**src/ost_pkg.sv**
```systemverilog
// shared constants and types for the oversampled serial transceiver
// no dependencies; imported by ost_rx, ost_tx and the top level
package ost_pkg;

    // default line timing
    localparam int TICKS_PER_BIT_DEF = 8;
    localparam int DATA_BITS_DEF     = 8;

    // width of the byte fields on the ports
    localparam int BYTE_W = 8;

    // receiver result for one tick
    typedef struct packed {
        logic              valid;
        logic [BYTE_W-1:0] data;
    } rx_result_t;

    // transmitter status for one tick
    typedef struct packed {
        logic level;
        logic busy;
    } tx_status_t;

endpackage

```
**src/ost_rx.sv**
```systemverilog
// receive side: edge search, mid-bit sampling and byte assembly
// depends on ost_pkg for the result type
module ost_rx #(
    parameter int TICKS_PER_BIT = ost_pkg::TICKS_PER_BIT_DEF,
    parameter int DATA_BITS     = ost_pkg::DATA_BITS_DEF
) (
    input  logic                   clk,
    input  logic                   rst_n,
    input  logic                   step,
    input  logic                   line,
    output ost_pkg::rx_result_t    res
);
    import ost_pkg::*;

    localparam int FIRST_WAIT = TICKS_PER_BIT / 2 + TICKS_PER_BIT;
    localparam int CNT_W      = $clog2(FIRST_WAIT + 1);
    localparam int BIT_W      = (DATA_BITS > 2) ? $clog2(DATA_BITS) : 1;

    localparam logic [1:0] RX_WAIT_HIGH = 2'd0;
    localparam logic [1:0] RX_WAIT_LOW  = 2'd1;
    localparam logic [1:0] RX_DATA      = 2'd2;

    localparam logic [CNT_W-1:0] CNT_FIRST = CNT_W'(FIRST_WAIT);
    localparam logic [CNT_W-1:0] CNT_BIT   = CNT_W'(TICKS_PER_BIT);
    localparam logic [CNT_W-1:0] CNT_ONE   = CNT_W'(1);
    localparam logic [BIT_W-1:0] BIT_LAST  = BIT_W'(DATA_BITS - 1);

    logic [1:0]           phase_reg, phase_next;
    logic [CNT_W-1:0]     tick_reg, tick_next;
    logic [BIT_W-1:0]     bit_reg, bit_next;
    logic [DATA_BITS-1:0] shift_reg, shift_next;
    logic                 done;

    // next state for one tick
    always_comb
    begin
        phase_next = phase_reg;
        tick_next  = tick_reg;
        bit_next   = bit_reg;
        shift_next = shift_reg;
        done       = 1'b0;
        case (phase_reg)
            RX_DATA:
            begin
                if (tick_reg == CNT_ONE)
                begin
                    shift_next = {line, shift_reg[DATA_BITS-1:1]};
                    tick_next  = CNT_BIT;
                    if (bit_reg == BIT_LAST)
                    begin
                        done       = 1'b1;
                        bit_next   = '0;
                        phase_next = line ? RX_WAIT_LOW : RX_WAIT_HIGH;
                    end
                    else
                    begin
                        bit_next = bit_reg + BIT_W'(1);
                    end
                end
                else
                begin
                    tick_next = tick_reg - CNT_ONE;
                end
            end
            RX_WAIT_LOW:
            begin
                if (!line)
                begin
                    phase_next = RX_DATA;
                    tick_next  = CNT_FIRST;
                    bit_next   = '0;
                    shift_next = '0;
                end
            end
            default:
            begin
                phase_next = line ? RX_WAIT_LOW : RX_WAIT_HIGH;
            end
        endcase
    end

    // result of this tick, byte shown only on completion
    assign res.valid = done;
    assign res.data  = done ? BYTE_W'(shift_next) : '0;

    // state registers advance once per transfer
    always_ff @(posedge clk or negedge rst_n)
    begin
        if (!rst_n)
        begin
            phase_reg <= RX_WAIT_HIGH;
            tick_reg  <= '0;
            bit_reg   <= '0;
            shift_reg <= '0;
        end
        else if (step)
        begin
            phase_reg <= phase_next;
            tick_reg  <= tick_next;
            bit_reg   <= bit_next;
            shift_reg <= shift_next;
        end
    end

endmodule

```
**src/ost_tx.sv**
```systemverilog
// transmit side: start level, inverted data bits and stop level sequencing
// depends on ost_pkg for the status type and byte width
module ost_tx #(
    parameter int TICKS_PER_BIT = ost_pkg::TICKS_PER_BIT_DEF,
    parameter int DATA_BITS     = ost_pkg::DATA_BITS_DEF
) (
    input  logic                        clk,
    input  logic                        rst_n,
    input  logic                        step,
    input  logic                        start,
    input  logic [ost_pkg::BYTE_W-1:0]  data,
    output ost_pkg::tx_status_t         status
);
    import ost_pkg::*;

    localparam int TICK_W = $clog2(TICKS_PER_BIT);
    localparam int BIT_W  = $clog2(DATA_BITS + 1);

    localparam logic [1:0] TX_IDLE  = 2'd0;
    localparam logic [1:0] TX_START = 2'd1;
    localparam logic [1:0] TX_DATA  = 2'd2;
    localparam logic [1:0] TX_STOP  = 2'd3;

    localparam logic [TICK_W-1:0] TICK_LAST = TICK_W'(TICKS_PER_BIT - 1);
    localparam logic [BIT_W-1:0]  BIT_ALL   = BIT_W'(DATA_BITS);

    logic [1:0]           phase_reg, phase_next;
    logic [TICK_W-1:0]    tick_reg, tick_next;
    logic [BIT_W-1:0]     bit_reg, bit_next;
    logic [DATA_BITS-1:0] shift_reg, shift_next;
    logic                 line_reg, line_next;

    // next state for one tick
    always_comb
    begin
        phase_next = phase_reg;
        tick_next  = tick_reg;
        bit_next   = bit_reg;
        shift_next = shift_reg;
        line_next  = line_reg;
        if (phase_reg != TX_IDLE)
        begin
            if (tick_reg == TICK_LAST)
            begin
                tick_next = '0;
                case (phase_reg)
                    TX_START:
                    begin
                        phase_next = TX_DATA;
                        line_next  = ~shift_reg[0];
                        shift_next = {1'b0, shift_reg[DATA_BITS-1:1]};
                        bit_next   = BIT_W'(1);
                    end
                    TX_DATA:
                    begin
                        if (bit_reg < BIT_ALL)
                        begin
                            line_next  = ~shift_reg[0];
                            shift_next = {1'b0, shift_reg[DATA_BITS-1:1]};
                            bit_next   = bit_reg + BIT_W'(1);
                        end
                        else
                        begin
                            phase_next = TX_STOP;
                            line_next  = 1'b0;
                        end
                    end
                    default:
                    begin
                        phase_next = TX_IDLE;
                        line_next  = 1'b0;
                    end
                endcase
            end
            else
            begin
                tick_next = tick_reg + TICK_W'(1);
            end
        end
        // new request, also taken on the tick that ends the stop level
        if (phase_next == TX_IDLE && start)
        begin
            phase_next = TX_START;
            tick_next  = '0;
            bit_next   = '0;
            shift_next = data[DATA_BITS-1:0];
            line_next  = 1'b1;
        end
    end

    assign status.level = line_next;
    assign status.busy  = (phase_next != TX_IDLE);

    // state registers advance once per transfer
    always_ff @(posedge clk or negedge rst_n)
    begin
        if (!rst_n)
        begin
            phase_reg <= TX_IDLE;
            tick_reg  <= '0;
            bit_reg   <= '0;
            shift_reg <= '0;
            line_reg  <= 1'b0;
        end
        else if (step)
        begin
            phase_reg <= phase_next;
            tick_reg  <= tick_next;
            bit_reg   <= bit_next;
            shift_reg <= shift_next;
            line_reg  <= line_next;
        end
    end

endmodule

```
**src/oversampled_serial_transceiver.sv**
```systemverilog
// Oversampled serial transceiver: each input transfer is one oversampling tick carrying the
// receive line level and an optional transmit request, and it yields exactly one output
// transfer with the driven transmit level, the busy flag and, on the tick that completes
// a byte, the received byte with rx_valid. A tick is taken every clock cycle while in_stall
// is low, and its result appears in the output register on the next cycle; the one
// output register is refilled in the same cycle it is taken, so the input stalls only while
// a result waits and out_stall is high. No clearing pass is needed after reset.
// Depends on ost_pkg, ost_rx and ost_tx.
module oversampled_serial_transceiver #(
    parameter int TICKS_PER_BIT = ost_pkg::TICKS_PER_BIT_DEF,
    parameter int DATA_BITS     = ost_pkg::DATA_BITS_DEF
) (
    input  logic                        clk,
    input  logic                        rst_n,
    input  logic                        in_valid,
    output logic                        in_stall,
    input  logic                        rx_line,
    input  logic                        tx_start,
    input  logic [ost_pkg::BYTE_W-1:0]  tx_byte,
    output logic                        out_valid,
    input  logic                        out_stall,
    output logic                        tx_level,
    output logic [ost_pkg::BYTE_W-1:0]  rx_byte,
    output logic                        rx_valid,
    output logic                        tx_busy
);
    import ost_pkg::*;

    logic              step;
    rx_result_t        rx_res;
    tx_status_t        tx_stat;
    logic              out_valid_reg;
    logic              tx_level_reg;
    logic [BYTE_W-1:0] rx_byte_reg;
    logic              rx_valid_reg;
    logic              tx_busy_reg;

    // a transfer is taken whenever the output register is free or being emptied
    assign in_stall = out_valid_reg & out_stall;
    assign step     = in_valid & ~in_stall;

    ost_rx #(
        .TICKS_PER_BIT (TICKS_PER_BIT),
        .DATA_BITS     (DATA_BITS)
    ) u_rx (
        .clk   (clk),
        .rst_n (rst_n),
        .step  (step),
        .line  (rx_line),
        .res   (rx_res)
    );

    ost_tx #(
        .TICKS_PER_BIT (TICKS_PER_BIT),
        .DATA_BITS     (DATA_BITS)
    ) u_tx (
        .clk    (clk),
        .rst_n  (rst_n),
        .step   (step),
        .start  (tx_start),
        .data   (tx_byte),
        .status (tx_stat)
    );

    // output valid flag
    always_ff @(posedge clk or negedge rst_n)
    begin
        if (!rst_n)
        begin
            out_valid_reg <= 1'b0;
        end
        else if (step)
        begin
            out_valid_reg <= 1'b1;
        end
        else if (!out_stall)
        begin
            out_valid_reg <= 1'b0;
        end
    end

    // result payload register
    always_ff @(posedge clk)
    begin
        if (step)
        begin
            tx_level_reg <= tx_stat.level;
            tx_busy_reg  <= tx_stat.busy;
            rx_valid_reg <= rx_res.valid;
            rx_byte_reg  <= rx_res.data;
        end
    end

    assign out_valid = out_valid_reg;
    assign tx_level  = tx_level_reg;
    assign rx_byte   = rx_byte_reg;
    assign rx_valid  = rx_valid_reg;
    assign tx_busy   = tx_busy_reg;

endmodule

```
**config.mk**
```make
export PLATFORM = sky130hd
export DESIGN_NAME = oversampled_serial_transceiver
export DESIGN_NICKNAME = d
export VERILOG_FILES = /design/src/ost_pkg.sv /design/src/ost_rx.sv /design/src/ost_tx.sv /design/src/oversampled_serial_transceiver.sv
export SDC_FILE = /design/constraint.sdc
export NUM_CORES = 1
export LEC_CHECK = 0
export BUFFER_PORTS_ARGS = -buffer_cell sky130_fd_sc_hd__buf_2
export CORE_AREA = 2 2 82 84
export DETAILED_ROUTE_END_ITERATION = 8
export DIE_AREA = 0 0 84 86
export GPL_TIMING_DRIVEN = 0
export PLACE_DENSITY = 0.53
export SETUP_SLACK_MARGIN = 0.4
export SKIP_CTS_REPAIR_TIMING = 1
export SYNTH_ARGS = -nofsm -noshare
export SYNTH_HDL_FRONTEND = slang
export SYNTH_SLANG_ARGS = --single-unit
```
**constraint.sdc**
```tcl
create_clock -name clk -period 2.76 [get_ports clk]
set_input_delay 0.276 -clock clk [delete_from_list [all_inputs] [get_ports clk]]
set_output_delay 0.276 -clock clk [all_outputs]
set_load 0.005 [all_outputs]
```
==> out/metrics.cfg, run 1 <==
[placed_design]
io_buffers = 26
globalplace.congestion = 0.724
hpwl_mm = 3.25

[cts]
clkTransAtPathRegs_ns = 0.09
clock-sinks = 47
cts_tree = built
clock-root-buffer = clkbuf_8
clock_path_buffers = 2
htreeDepth = 2
clk_latency_ns = 0.30
numCtsBuffers = 5

[drt]
wl_met3_um = 157
route.met2.wl_mm = 2.21
vias = 1747
viasPerCell = 5.23
wl_per_cell_um = 14.2
wl_mm = 4.74
firstDrtPassIters = 4
ant_nets = 0
dr.first_iter.drc_count = 121
wl_met1_mm = 2.31
routed.top_layer = met4
drc = 0

[grt]
antenna_found_initial = 0
grt_max_degree = 37
grt_pass1_wl_mm = 8.31
first_global_vias = 1702
grt_usage_pct = 14.3
grt-ovfl-total = 0

[critical_path]
worstSetupEndpointType = register
critPathSlowestCell = dfrtp_2
worst_setup_path_start_kind = register
slowest_delay_ns = 0.45
cp.required_ns = 2.95
path_cells = inv_1 -> ha_1 -> and3b_4 -> o22ai_4 -> o211ai_4 -> and2_4 -> buf_6 -> a222oi_1
crit_fanout = 8
crit_type = reg -> reg
crit_buf_inv = 2
critPathTopFamily = compound AO/OA/AOI/OAI gates
arrival_ns = 2.37

[cells_and_area]
fin_util_pct = 44.5
layout_common_cells = dfrtp_1 (35), inv_1 (28), buf_2 (27)
syn_to_final_growth_pct = 13.2
final_layout_size_suffix_gt1_share_pct = 23.7
final_net_count = 282
layout_commonest_cell = dfrtp_1
diodes = 0

[die]
core_um2 = 6280
io_pins = 27
initial_utilization_pct = 39.3
die_x_um = 84
fp.dieH_um = 86
die_area_um2 = 7220
num_rows = 29

[sta]
fmax_mhz = 459
min_period_ns = 2.18
tns_ns = 0
hold_viol = 0
report.final.slew_viol_count = 0
setup_violations = 0
period_share_pct = 78.9
relSlewSlack_pct = 45.3
rsz0062_at_grt = false
skew_ns = 0.00537
worst_pin_slew_ns = 0.808
hold_slack_ns = 0.0527

[logic_synthesis]
ys_warn_count = 0
syn_inst = 223
synth_area_leaders = dfrtp_1 (36%), edfxtp_1 (13%), ha_1 (6.1%)
synth_edf_count = 11
synth_nets = 249
yosys.area.top_type = dfrtp_1
synth-seq-cells = 47
synth_seq_area_share_pct = 49.9
async_flop_share_pct = 76.6
synthFlopType = dfrtp_1
ys_types = 54
netlist.area_leader.share_pct = 36.5
syn_avg_cell_area_um2 = 11.1
netlist_area_um2 = 2470

[power]
combPwrFrac_pct = 38.5
p_per_area_nw_per_um2 = 834
intPower_mw = 1.44
p_clk_share_pct = 18.2
ir_drop_mv = 0.263
p_seq_share_pct = 43.4
p_sw_mw = 0.895
leakage_nw = 1.23
switching_share_pct = 38.4
total_power_mw = 2.33

[outcome]
status = finished clean

[hold_path]
hp-class = in -> async

[flow_run]
cap_violations = 0

==> worst register-to-register path, cell delays in order (launching register included) <==
cell      delay (ns)
dfrtp_2         0.45
inv_1           0.13
ha_1            0.28
and3b_4         0.25
o22ai_4         0.18
o211ai_4        0.18
and2_4          0.18
buf_6           0.12
a222oi_1        0.29
==> cell type report <==
cell class              instances  area [um2]
plain buffers                   6        48.8
clock buffers                   5        68.8
clock inverters                 3        20.0
fillers                       625        3480
inverters                      30         113
multi-input cells             140        1090
flip-flops and latches         47        1230
well taps                      77        96.3
repair buffers                 26         130
==> metrics by stage <==
stage / std cells / instance area, um2 / setup slack [ns]
finish: 334 / 2800 / 0.582
global route: 334 / 2800 / 0.415
CTS: 334 / 2780 / 0.512
detailed placement: 326 / 2700 / 0.543
global placement: 326 / 2700 / 0.552
floorplan: 223 / 2470 / 0.848
==> cell usage after synthesis, types with 2 or more instances <==
master,n
dfrtp_1,36
inv_1,28
nor2_1,20
ha_1,12
edfxtp_1,11
nand2_1,9
a22o_1,8
a21oi_1,7
a22oi_1,7
a222oi_1,6
o21ai_0,6
o31ai_1,5
nand3_1,4
nand3b_1,4
nor3_1,4
a21o_1,3
nand2b_1,3
o21a_1,3
o22ai_1,3
or2_2,3
a211oi_1,2
a21bo_2,2
a22o_2,2
and2_1,2
buf_6,2
clkbuf_1,2
inv_2,2
==> cells by family (layout without fill, tap and decap cells) <==
logic type               count (synthesis)  count (layout)  share of synthesized area (%)
AO/OA/AOI/OAI                           67              67                           23.3
adder cells (fa/ha/maj)                 12              12                           6.08
flip-flops                              47              47                           49.9
buffers and inverters                   36              70                           6.54
AND/OR/NAND/NOR                         60              60                           13.7
multiplexers                             1               1                          0.456
==> final timing paths <==
kind | end | from | depth (start not counted) | slack (ns)
min | u_rx.bit_reg[2]$_DFFE_PN0P_ | rst_n | 1 | 0.05
max in group asynchronous | u_tx.phase_reg[0]$_DFFE_PN0P_ | rst_n | 1 | 2.12
max reg2reg | u_tx.shift_reg[2]$_DFFE_PN0P_ | u_tx.phase_reg[0]$_DFFE_PN0P_ | 8 | 0.58
min reg2reg | u_rx.shift_reg[0]$_DFFE_PN0P_ | u_rx.shift_reg[0]$_DFFE_PN0P_ | 1 | 0.51
max | u_tx.shift_reg[2]$_DFFE_PN0P_ | u_tx.phase_reg[0]$_DFFE_PN0P_ | 8 | 0.58
min in group clk | out_valid$_DFFE_PN0P_ | in_valid | 2 | 0.17
==> power groups by stage <==
stage / Clock [mW] / Combinational [mW] / Sequential, mW
floorplan: 0 / 0.712 / 0.997
global placement: 0 / 0.879 / 1.02
detailed placement: 0 / 0.891 / 1.03
CTS: 0.446 / 0.902 / 1.01
global route: 0.471 / 1.03 / 1.04
finish: 0.423 / 0.897 / 1.01
==> per-layer routing <==
layer  vias to the layer above  track usage [%]
met5                         -                0
met4                         0             4.69
li1                        877                -
met2                        32             22.8
met3                         6             2.98
met1                       832             19.7
No activity file was read; power rests on OpenSTA's default activity.
==> run 2: changes to the inputs <==
==> constraint.sdc (replaced) <==
create_clock -name clk -period 2.1 [get_ports clk]
set_input_delay 0.21 -clock clk [delete_from_list [all_inputs] [get_ports clk]]
set_output_delay 0.21 -clock clk [all_outputs]
set_load 0.005 [all_outputs]
==> run 2 against run 1 <==
Net effect:
- power increased by 65%
- routed wire length is 6.1% higher
- largest cell class is now multi-input gates
- sequential power grew 34%
- largest power group is now combinational cells
- non-clock buffer count increased by 24
- cell count up 7.2%
==> out/metrics.cfg, run 2 (synthesized netlist as in run 1, its figures left out) <==
[power]
ir_drop_mv = 0.464  ; +76%
p_per_area_nw_per_um2 = 1180  ; +41%
total_power_mw = 3.84  ; +65%
leakage_nw = 1.40  ; +13%

[placed_design]
globalplace.congestion = 0.733  ; +1.4%
hpwl_mm = 3.24  ; -0.27%
io_buffers = 26  ; unchanged
pre_cts_ws_ns = 0.0469  ; -0.496 ns
placed_cells = 326  ; unchanged

[outcome]
status = finished clean

[critical_path]
crit_type = reg -> reg
path_cells = ha_2 -> ha_4 -> and2b_2 -> a21oi_4 -> o211ai_4 -> and2_4 -> buf_6 -> a222oi_1
arrival_ns = 2.15  ; -0.22 ns
crit_buf_inv = 1  ; -1
critPathSlowestCell = dfrtp_1
worstSetupEndpointType = register
crit_fanout = 7  ; -1
cp.required_ns = 2.29  ; -0.66 ns
critPathTopFamily = compound AO/OA/AOI/OAI gates
slowest_delay_ns = 0.41  ; -0.04 ns
worst_setup_path_start_kind = register

[sta]
relSlewSlack_pct = 44.4  ; -0.89 points
finalWorstSetupSlack_ns = 0.137  ; -0.445 ns
worst_pin_slew_ns = 0.834  ; +0.0262 ns
fmax_mhz = 509  ; +11%
rsz0062_at_grt = true
skew_ns = 0.00510  ; -0.000268 ns
report.final.slew_viol_count = 0  ; unchanged
min_period_ns = 1.96  ; -0.215 ns
hold_viol = 0  ; unchanged
setup_violations = 0  ; unchanged
period_share_pct = 93.5  ; +15 points
hold_slack_ns = 0.0101  ; -0.0426 ns
tns_ns = 0  ; unchanged

[cts]
clock_path_buffers = 2  ; unchanged
htreeDepth = 2  ; unchanged
cts_tree = built
numCtsBuffers = 5  ; unchanged
clock-sinks = 47  ; unchanged
clkTransAtPathRegs_ns = 0.09  ; about the same
clk_latency_ns = 0.30  ; about the same
clock-root-buffer = clkbuf_8

[cells_and_area]
fillers = 585  ; -6.4%
final_net_count = 306  ; +8.5%
layout_common_cells = dfrtp_1 (33), buf_2 (27), inv_1 (25)
final_layout_size_suffix_gt1_share_pct = 44.1  ; +20 points
syn_to_final_growth_pct = 31.8
diodes = 0  ; unchanged
layout_commonest_cell = dfrtp_1
post_layout_nonfiller_instances = 358  ; +7.2%

[grt]
first_global_vias = 1701  ; -0.059%
met3_usage_pct = 3.66  ; +0.67 points
antenna_found_initial = 0  ; unchanged
grt-ovfl-total = 0  ; unchanged
gr-usage-met2_pct = 21.9  ; -0.87 points
grt_usage_pct = 14.1  ; -0.24 points
grt_pass1_wl_mm = 8.16  ; -1.9%
grtUsageMet1_pct = 19.5  ; -0.27 points
top_usage_layer = met2
grt_max_degree = 37  ; unchanged

[flow_run]
cap_violations = 0  ; unchanged

[drt]
viasPerCell = 5.16  ; -1.3%
vias = 1849  ; +5.8%
wl_mm = 5.03  ; +6.1%
ant_nets = 0  ; unchanged
drc = 0  ; unchanged
firstDrtPassIters = 4  ; unchanged
wl_per_cell_um = 14.1  ; -0.98%
dr.first_iter.drc_count = 92  ; -24%

[hold_path]
hp-class = in -> async

[die]
die_x_um = 84  ; unchanged
num_rows = 29  ; unchanged
fp.dieH_um = 86  ; unchanged
io_pins = 27  ; unchanged
die_area_um2 = 7220  ; unchanged
initial_utilization_pct = 39.3  ; unchanged
core_um2 = 6280  ; unchanged

[run 2: changes by cell type in the layout (fill, tap and decap cells not counted), moves of 3 or more]
| cell | change |
|---|---|
| buf_4 | +22 |
| ha_1 | -7 |
| a22oi_1 | -6 |
| a22oi_2 | +6 |
| a21oi_1 | -5 |
| ha_4 | +5 |
| o21ai_0 | -4 |
| a21oi_2 | +3 |
| buf_6 | +3 |
| inv_1 | -3 |
| nand2_1 | -3 |
| nand2_2 | +3 |
[run 2: final timing paths]
kind,start,endpoint,slack [ns],cells past startpoint
max,u_tx.tick_reg[1]$_DFFE_PN0P_,u_tx.shift_reg[4]$_DFFE_PN0P_,0.14,8
min,rst_n,u_rx.tick_reg[3]$_DFFE_PN0P_,0.01,1
max reg2reg,u_tx.tick_reg[1]$_DFFE_PN0P_,u_tx.shift_reg[4]$_DFFE_PN0P_,0.14,8
min reg2reg,u_tx.line_reg$_DFFE_PN0P_,u_tx.line_reg$_DFFE_PN0P_,0.52,1
max in group asynchronous,rst_n,u_tx.phase_reg[0]$_DFFE_PN0P_,1.52,1
min in group clk,in_valid,out_valid$_DFFE_PN0P_,0.11,2
[run 2: through the flow]
step	utilization, %	instance area (um2)
3_3_place_gp	43.8	2750
6_report	51.8	3250
5_1_grt	51.8	3250
2_1_floorplan	-	2520
3_5_place_dp	43.8	2750
4_1_cts	45.8	2870
[run 2: cell type report]
class | instances | area [um2] | share of cell area [%]
Tap cell | 77 | 96.3 | 2.96
Timing Repair Buffer | 50 | 322 | 9.88
Multi-Input combinational cell | 140 | 1310 | 40.1
Clock inverter | 1 | 30.0 | 0.923
Buffer | 6 | 52.6 | 1.62
Sequential cell | 47 | 1230 | 38.0
Clock buffer | 7 | 97.6 | 3.00
Inverter | 30 | 115 | 3.54
[run 2: power by group]
part | leakage [nW] | switching, mW | internal, mW
Clock | 0.0636 | 0.309 | 0.428
Combinational | 0.786 | 0.903 | 0.848
Sequential | 0.547 | 0.183 | 1.17
Total | 1.40 | 1.40 | 2.44
[run 2: worst register-to-register path: stages, from the launching register on]
cell      delay [ns]
dfrtp_1         0.41
ha_2            0.21
ha_4            0.17
and2b_2         0.21
a21oi_4         0.17
o211ai_4        0.13
and2_4          0.16
buf_6           0.13
a222oi_1        0.27
[run 2: routing by layer]
metal  wire, um  share of wire, %
met2       2280                45
met5          0                 0
met4         59               1.2
met1       2480                49
met3        205               4.1
==> run 3: changes to the inputs <==
--- a/config.mk
+++ b/config.mk
@@ -6,11 +6,13 @@
 export NUM_CORES = 1
 export LEC_CHECK = 0
 export BUFFER_PORTS_ARGS = -buffer_cell sky130_fd_sc_hd__buf_2
-export CORE_AREA = 2 2 82 84
+export CELL_PAD_IN_SITES_DETAIL_PLACEMENT = 1
+export CELL_PAD_IN_SITES_GLOBAL_PLACEMENT = 2
+export CORE_AREA = 2 2 84 86
 export DETAILED_ROUTE_END_ITERATION = 8
-export DIE_AREA = 0 0 84 86
+export DIE_AREA = 0 0 86 88
 export GPL_TIMING_DRIVEN = 0
-export PLACE_DENSITY = 0.53
+export PLACE_DENSITY = 0.73
 export SETUP_SLACK_MARGIN = 0.4
 export SKIP_CTS_REPAIR_TIMING = 1
 export SYNTH_ARGS = -nofsm -noshare
==> run 3 against run 2 <==
Net effect:
- power grew 3.9%
- critical endpoint is now u_tx.shift_reg[3]$_DFFE_PN0P_
- sequential share of layout area decreased by 0.86 points
- clock power rose by 9.1%
- largest cell class unchanged
- register-to-register slack lost 0.09 ns
- clock-buffer cell count decreased by 2
==> out/metrics.cfg, run 3 (synthesized netlist as in run 1, its figures left out) <==
[drt]
drc = 0  ; unchanged
wl_per_cell_um = 16.2  ; +16%
vias = 1922  ; +3.9%
wl_mm = 5.93  ; +18%
dr.first_iter.drc_count = 70  ; -24%
viasPerCell = 5.27  ; +2.0%
firstDrtPassIters = 5  ; +1
ant_nets = 0  ; unchanged

[power]
p_per_area_nw_per_um2 = 1200  ; +1.6%
p_clk_share_pct = 20.2  ; +1.0 points
switching_share_pct = 36.9  ; +0.55 points
combPwrFrac_pct = 46.2  ; +0.6 points
p_sw_mw = 1.47  ; +5.5%
p_seq_share_pct = 33.6  ; -1.6 points
intPower_mw = 2.52  ; +3.0%
leakage_nw = 1.45  ; +3.8%
ir_drop_mv = 0.474  ; +2.1%

[hold_path]
hp-class = in -> async

[critical_path]
worst_setup_path_start_kind = register
arrival_ns = 2.24  ; +0.09 ns
crit_fanout = 7  ; unchanged
cp.required_ns = 2.29  ; about the same
crit_type = reg -> reg
worstSetupEndpointType = register

[cts]
clock-root-buffer = clkbuf_8
cts_tree = built
htreeDepth = 2  ; unchanged
clock-sinks = 47  ; unchanged
clkTransAtPathRegs_ns = 0.09  ; about the same
numCtsBuffers = 5  ; unchanged
clk_latency_ns = 0.30  ; about the same
clock_path_buffers = 2  ; unchanged

[placed_design]
globalplace.congestion = 0.718  ; -2.1%
hpwl_mm = 3.81  ; +17%
io_buffers = 26  ; unchanged
placed_cells = 329  ; +0.92%
pre_cts_ws_ns = -0.00324  ; -0.0502 ns

[grt]
first_global_vias = 1857  ; +9.2%
grt_pass1_wl_mm = 9.36  ; +15%
antenna_found_initial = 0  ; unchanged
grt-ovfl-total = 0  ; unchanged
grt_usage_pct = 16.0  ; +1.9 points
grt_max_degree = 37  ; unchanged

[die]
num_rows = 30  ; +3.4%
fp.dieH_um = 88  ; +2.3%
core_um2 = 6640  ; +5.8%
io_pins = 27  ; unchanged
initial_utilization_pct = 37.2  ; -2.2 points
die_area_um2 = 7570  ; +4.8%
die_x_um = 86  ; +2.4%

[cells_and_area]
multiInputGateArea_um2 = 1330  ; +2.0%
syn_to_final_growth_pct = 34.8
final_net_count = 310  ; +1.3%
fillers = 718  ; +23%
layout_commonest_cell = dfrtp_1
ff_latch_area_um2 = 1230  ; unchanged
post_layout_nonfiller_instances = 365  ; +2.0%
final_layout_size_suffix_gt1_share_pct = 44.6  ; +0.43 points
layout_common_cells = dfrtp_1 (33), buf_2 (28), inv_1 (25)
diodes = 0  ; unchanged

[sta]
fmax_mhz = 487  ; -4.4%
worst_pin_slew_ns = 0.847  ; +0.0131 ns
hold_viol = 0  ; unchanged
finalWorstSetupSlack_ns = 0.0464  ; -0.0903 ns
period_share_pct = 97.8  ; +4.3 points
setup_violations = 0  ; unchanged
report.final.slew_viol_count = 0  ; unchanged
rsz0062_at_grt = true
skew_ns = 0.00664  ; +0.00153 ns
min_period_ns = 2.05  ; +0.0903 ns
relSlewSlack_pct = 43.5  ; -0.87 points

[outcome]
status = finished clean

[flow_run]
cap_violations = 0  ; unchanged

-- run 3: cell count changes in the layout (fill, tap and decap cells not counted), sizes merged --
cell      before  now
clkinvlp       0    1
bufinv         1    2
clkbuf         9    7
buf           54   58
-- run 3: per-layer routing --
layer | track usage [%] | up-vias | wire length, um
met1 | 21.2 | 944 | 2790
met3 | 3.77 | 5 | 230
li1 | - | 933 | -
met5 | 0 | - | 0
met2 | 26.4 | 40 | 2850
met4 | 4.33 | 0 | 59
-- run 3: path summary, 6_finish.rpt --
| kind | slack [ns] | depth (start not counted) | start | to |
|---|---|---|---|---|
| setup / recovery | 0.05 | 8 | u_tx.phase_reg[1]$_DFFE_PN0P_ | u_tx.shift_reg[3]$_DFFE_PN0P_ |
| max in group asynchronous | 1.51 | 1 | rst_n | u_tx.phase_reg[1]$_DFFE_PN0P_ |
| setup reg to reg | 0.05 | 8 | u_tx.phase_reg[1]$_DFFE_PN0P_ | u_tx.shift_reg[3]$_DFFE_PN0P_ |
| min in group clk | 0.10 | 2 | in_valid | out_valid$_DFFE_PN0P_ |
| hold / removal | 0.004 | 1 | rst_n | u_rx.bit_reg[1]$_DFFE_PN0P_ |
| hold reg to reg | 0.53 | 1 | u_rx.shift_reg[0]$_DFFE_PN0P_ | u_rx.shift_reg[0]$_DFFE_PN0P_ |
-- run 3: through the flow --
step | hold slack, ns | total power, mW | instance area (um2) | setup TNS (ns) | utilization, %
2_1_floorplan | -0.0856 | 2.32 | 2520 | 0 | -
3_3_place_gp | 0.381 | 2.60 | 2750 | 0 | 41.4
3_5_place_dp | 0.383 | 2.65 | 2750 | -0.00324 | 41.4
4_1_cts | 0.0431 | 3.47 | 2890 | -0.118 | 43.4
5_1_grt | 0.0555 | 4.29 | 3330 | -0.150 | 50.1
6_report | 0.00429 | 3.99 | 3330 | 0 | 50.1
-- run 3: power by group through the flow --
stage / clock, mW / sequential (mW) / combinational (mW)
CTS: 0.823 / 1.35 / 1.30
finish: 0.804 / 1.34 / 1.84
floorplan: 0 / 1.32 / 0.995
detailed placement: 0 / 1.36 / 1.29
global placement: 0 / 1.36 / 1.24
global route: 0.868 / 1.37 / 2.05
-- run 3: area by class of cell --
cell class | instances | share of cell area [%]
multi-input combinational | 140 | 40.0
sequential | 47 | 37.1
timing repair buffer | 54 | 10.7
inverter | 30 | 3.61
tap | 80 | 3.01
clock buffer | 5 | 2.07
clock inverter | 3 | 2.03
buffer | 6 | 1.50
-- run 3: critical path, cell delays in order (launching register included) --
cell      delay [ns]
dfrtp_2         0.45
buf_4           0.14
ha_2            0.19
o21a_1          0.19
nor2_2          0.24
o211ai_4        0.13
and2_4          0.16
buf_6           0.12
a222oi_1        0.31
